### src/hdl/mte_pkg.sv
// Shared constants, register codes and configuration type for the multi-tap echo delay.
`default_nettype none
package mte_pkg;

	// Default geometry handed to the top level
	localparam int TAP_COUNT_DEF   = 10;
	localparam int LINE_DEPTH_DEF  = 65536;
	localparam int SAMPLE_BITS_DEF = 16;

	// Fixed register field widths
	localparam int GAIN_BITS     = 16;
	localparam int DELAY_BITS    = 13;
	localparam int CFG_ADDR_BITS = 2;
	localparam int CFG_DATA_BITS = 16;

	// Register indexes on the configuration port
	localparam logic [CFG_ADDR_BITS-1:0] REG_ECHO_ENABLE   = 2'd0;
	localparam logic [CFG_ADDR_BITS-1:0] REG_ECHO_LEVEL    = 2'd1;
	localparam logic [CFG_ADDR_BITS-1:0] REG_DELAY_SAMPLES = 2'd2;
	localparam logic [CFG_ADDR_BITS-1:0] REG_DECAY_FACTOR  = 2'd3;

	// Reset values of the registers
	localparam logic [GAIN_BITS-1:0]  RST_ECHO_LEVEL    = 16'd32768;
	localparam logic [DELAY_BITS-1:0] RST_DELAY_SAMPLES = 13'd4800;
	localparam logic [GAIN_BITS-1:0]  RST_DECAY_FACTOR  = 16'd32768;

	// Configuration register set
	typedef struct packed {
		logic                  echo_enable;
		logic [GAIN_BITS-1:0]  echo_level;
		logic [DELAY_BITS-1:0] delay_samples;
		logic [GAIN_BITS-1:0]  decay_factor;
	} cfg_t;

endpackage
`default_nettype wire

### src/hdl/mte_gain_unit.sv
// Tap gain calculator: one shared 16x16 multiplier walks the decay chain into a gain table.
`default_nettype none
module mte_gain_unit #(
	parameter int TAP_COUNT = mte_pkg::TAP_COUNT_DEF,
	parameter int JW        = (TAP_COUNT > 1) ? $clog2(TAP_COUNT) : 1
) (
	input  wire logic                           clk,
	input  wire logic                           arst_n,
	input  wire mte_pkg::cfg_t                  cfg,
	input  wire logic                           restart,
	output logic                                busy,
	input  wire logic [JW-1:0]                  tap_sel,
	output logic      [mte_pkg::GAIN_BITS-1:0]  tap_gain
);

	localparam int GB = mte_pkg::GAIN_BITS;

	typedef enum logic [2:0] {
		G_LOAD,
		G_MUL_GAIN,
		G_MUL_DECAY,
		G_STEP_D,
		G_IDLE
	} gstate_t;

	gstate_t        state_q;
	logic [JW-1:0]  j_q;
	logic [GB-1:0]  d_q;
	logic [2*GB-1:0] p_q;
	logic [GB-1:0]  gains_q [TAP_COUNT];
	logic [GB-1:0]  mul_a;
	logic [2*GB-1:0] mul_p;
	logic [GB-1:0]  p_round;
	logic           last_tap;

	// Round a Q0.32 product to Q0.16
	function automatic logic [GB-1:0] round_q16(input logic [2*GB-1:0] p);
		logic [2*GB:0] t;
		begin
			t = {1'b0, p} + (2*GB+1)'(1 << (GB - 1));
			return t[2*GB-1:GB];
		end
	endfunction

	// Share one multiplier between level*d and d*d
	always_comb begin
		mul_a = (state_q == G_MUL_GAIN) ? cfg.echo_level : d_q;
		mul_p = mul_a * d_q;
	end

	assign p_round  = round_q16(p_q);
	assign last_tap = (j_q == JW'(TAP_COUNT - 1));
	assign busy     = (state_q != G_IDLE);
	assign tap_gain = gains_q[tap_sel];

	// Sequence state and tap counter
	always_ff @(posedge clk or negedge arst_n) begin
		if (!arst_n) begin
			state_q <= G_LOAD;
			j_q     <= '0;
		end else if (restart) begin
			state_q <= G_LOAD;
		end else begin
			unique case (state_q)
				G_LOAD: begin
					j_q     <= '0;
					state_q <= G_MUL_GAIN;
				end
				G_MUL_GAIN: begin
					state_q <= G_MUL_DECAY;
				end
				G_MUL_DECAY: begin
					state_q <= last_tap ? G_IDLE : G_STEP_D;
				end
				G_STEP_D: begin
					j_q     <= j_q + JW'(1);
					state_q <= G_MUL_GAIN;
				end
				G_IDLE: begin
					state_q <= G_IDLE;
				end
				default: begin
					state_q <= G_LOAD;
				end
			endcase
		end
	end

	// Decay chain, product and gain table
	always_ff @(posedge clk) begin
		if (state_q == G_LOAD) begin
			d_q <= cfg.decay_factor;
		end
		if (state_q == G_MUL_GAIN || state_q == G_MUL_DECAY) begin
			p_q <= mul_p;
		end
		if (state_q == G_MUL_DECAY) begin
			gains_q[j_q] <= p_round;
		end
		if (state_q == G_STEP_D) begin
			d_q <= p_round;
		end
	end

endmodule
`default_nettype wire

### config.mk
export PLATFORM = sky130hd
export DESIGN_NAME = mte_gain_unit
export DESIGN_NICKNAME = d
export VERILOG_FILES = /design/src/hdl/mte_pkg.sv /design/src/hdl/mte_gain_unit.sv
export SDC_FILE = /design/constraint.sdc
export NUM_CORES = 1
export LEC_CHECK = 0
export ABC_AREA = 1
export BUFFER_PORTS_ARGS = -buffer_cell sky130_fd_sc_hd__buf_4
export CAP_MARGIN = 15
export CORE_ASPECT_RATIO = 2
export CORE_MARGIN = 4
export CORE_UTILIZATION = 58
export DETAILED_ROUTE_END_ITERATION = 8
export GPL_TIMING_DRIVEN = 0
export PLACE_DENSITY = 0.77
export SYNTH_ARGS = -nofsm -noshare
export SYNTH_HDL_FRONTEND = slang
export SYNTH_SLANG_ARGS = --single-unit
export TNS_END_PERCENT = 5
### constraint.sdc
create_clock -name clk -period 5.7 [get_ports clk]
set_input_delay 0.285 -clock clk [delete_from_list [all_inputs] [get_ports clk]]
set_output_delay 0.285 -clock clk [all_outputs]
set_load 0.01 [all_outputs]
==> reports/results.tsv <==
metric	value	unit
Hold Fails Final Rpt	0	
Top FF cell, synth	edfxtp_1	
TritonCTS clock tree	done	
Clk pin slew, worst setup/hold paths	0.07	ns
hpwl dp	41.4	mm
Clock Path Buffers	2	
Die Y	250	microns
GR Overflow Total	0	
Worst R2R Path Depth	26	
worst skew pair latency	0.43	ns
CP Capture Type	flip-flop	
ranking of synthesized cells by area	edfxtp_1 34%, fa_1 23%, ha_1 7.8%	
Yosys top cell by area	edfxtp_1	
Mean Syn Cell Area	9.74	sq um
DRC	0	
largest net degree at the start of global routing	20	
Finished Core Util	0.683	
setup TNS	-9.25	ns
Seq/Total Area, Yosys	0.353	
WHS Path Cells	2	
arrival time at the worst endpoint	6.57	ns
Yosys top cell area share	0.342	
most frequent cells in the layout	311 x inv_1, 290 x nand2_1, 193 x edfxtp_1, 186 x fa_1, 153 x nor2_1	
worst-margin pin slew	1.18	ns
Initial DRC Count	904	
CTS Sinks	200	
Via density	5.88	
worst-path maximum fanout	8	
clock skew	0.00556	ns
Initial Util	0.587	
FF+latch count, synth	200	
EDFF count, synth	193	
status	finished with violations	
DR WL/cell	23.3	microns
failing checks	negative setup slack	
count of final setup violators	17	
Critical Path Max Stage Delay	0.58	ns
FMAX	157	MHz
worst hold path class	in2reg	
drt pass-1 iters	9	
final setup margin	-0.677	ns
Antenna Cells	0	
global-route wire length before repair	79.1	mm
Rows	88	
Net Count, Synth	2089	
Cell Area, Synth	16900	sq um
crit start category	flip-flop	
remaining antenna violation count	0	
Slowest cell on crit path	fa_2	
Final Hold Slack	0.0480	ns
IO Port Bufs	52	
Max H-tree Level	4	
Finished Layout Cells	2240	
asr flop ratio synth	0.0350	
Ports	70	
GRT Total Usage	0.335	
CTS buffer count	17	
Filler Cells Inserted	2264	
routed via count	13200	
core area	28800	sq um
Max-Cap Viols	0	
cell mode on critical path	fa_1	
Die Area	32100	sq um
fin crit share	1.12	
# placed instances	2158	
Worst Setup Path Type	reg2reg	
CTS root buf	clkbuf_16	
nets	2219	
yosys warns	0	
Rel. slew slack	0.209	
Final Max Slew Viols	0	
Synth Instances	1737	
unrepaired setup endpoints after global routing	yes	
RePlAce Congestion	1.04	
Chip Width	129	microns
commonest non-fill, non-tap cell in the layout	inv_1	
vias in the first global route	14400	
Area growth syn-to-layout	16.3	%
unique cell type count in the Yosys netlist	48	
WP data required	5.89	ns
share of layout cells above drive strength 1	0.176	
antenna violations before repair	0	
final WL	52.3	mm
min Tclk post-route	6.38	ns
[path summary, 6_finish.rpt]
| path | slack (ns) | from | to |
|---|---|---|---|
| min | 0.05 | restart | state_q[1] |
| min in group asynchronous | 0.20 | arst_n | state_q[2] |
| max in group asynchronous | 5.37 | arst_n | state_q[2] |
| min reg2reg | 0.55 | j_q[2] | j_q[2] |
| max | -0.68 | state_q[2] | p_q[29] |
| max reg2reg | -0.68 | state_q[2] | p_q[29] |
[flip-flops by register name, indices dropped and copies added (netlist names)]
name     flops
j_q          4
state_q      3
d_q         16
gains_q    160
p_q         17
[logic make-up after synthesis]
family	Yosys count	share of synthesized area
AO/OA/AOI/OAI	209	0.0739
XOR/XNOR	26	0.0139
adder cells (fa/ha/maj)	299	0.307
buffers and inverters	398	0.0906
flip-flops	200	0.353
multiplexers	48	0.0284
AND/OR/NAND/NOR	557	0.134
[routing by layer]
metal	wire [microns]	global-route usage	part of all wire	up-vias
met5	0	0	0	-
met4	5930	0.289	0.11	0
met3	2580	0.0403	0.049	293
met2	28800	0.628	0.55	654
met1	15000	0.301	0.29	6426
li1	-	-	-	5790
[timing repair]
action / CTS / global route
buffers inserted: 46 / 2
endpoints found under the hold margin: 7 / 0
setup endpoints to repair: 17 / 17
hold buffers: 1 / 0
resized for setup: 107 / 24
pin swaps: 34 / 10
gates cloned: 3 / 0
[cell type report]
type                    instances  area (sq um)  area share
multi-input cells            1139         10100       0.512
flip-flops and latches        200          5970       0.303
inverters                     349          1360      0.0692
repair buffers                113          1020      0.0518
well taps                     360           450      0.0229
clock buffers                  20           437      0.0222
plain buffers                  47           264      0.0134
clock inverters                12           103     0.00521
[through the flow]
step | setup WS (ns) | instance area [sq um]
floorplan | -0.0164 | 17200
global placement | -1.46 | 18000
detailed placement | -1.45 | 18200
finish | -0.677 | 19700
CTS | -0.586 | 19600
global route | -0.831 | 19700
[synthesized netlist by cell type (all sizes together) (22+ instances only)]
library cell and n:
a21oi 71, clkbuf 34, edfxtp 193, fa 193, ha 106, inv 345, mux2i 48, nand2 308
nand3 27, nor2 181, nor3 25, o211ai 32, o21ai 85, xor2 22
[critical path, delay by kind of cell, from the launching register on]
kind	cells	cell delay, ns
simple gates	8	0.76
flops	1	0.41
fa+ha+maj	7	3.43
buf+inv	7	0.86
compound gates	4	0.63
Power is left out: the tool's default activity adds up to more than one toggle a clock period on the data nets, which glitch-free logic cannot reach.
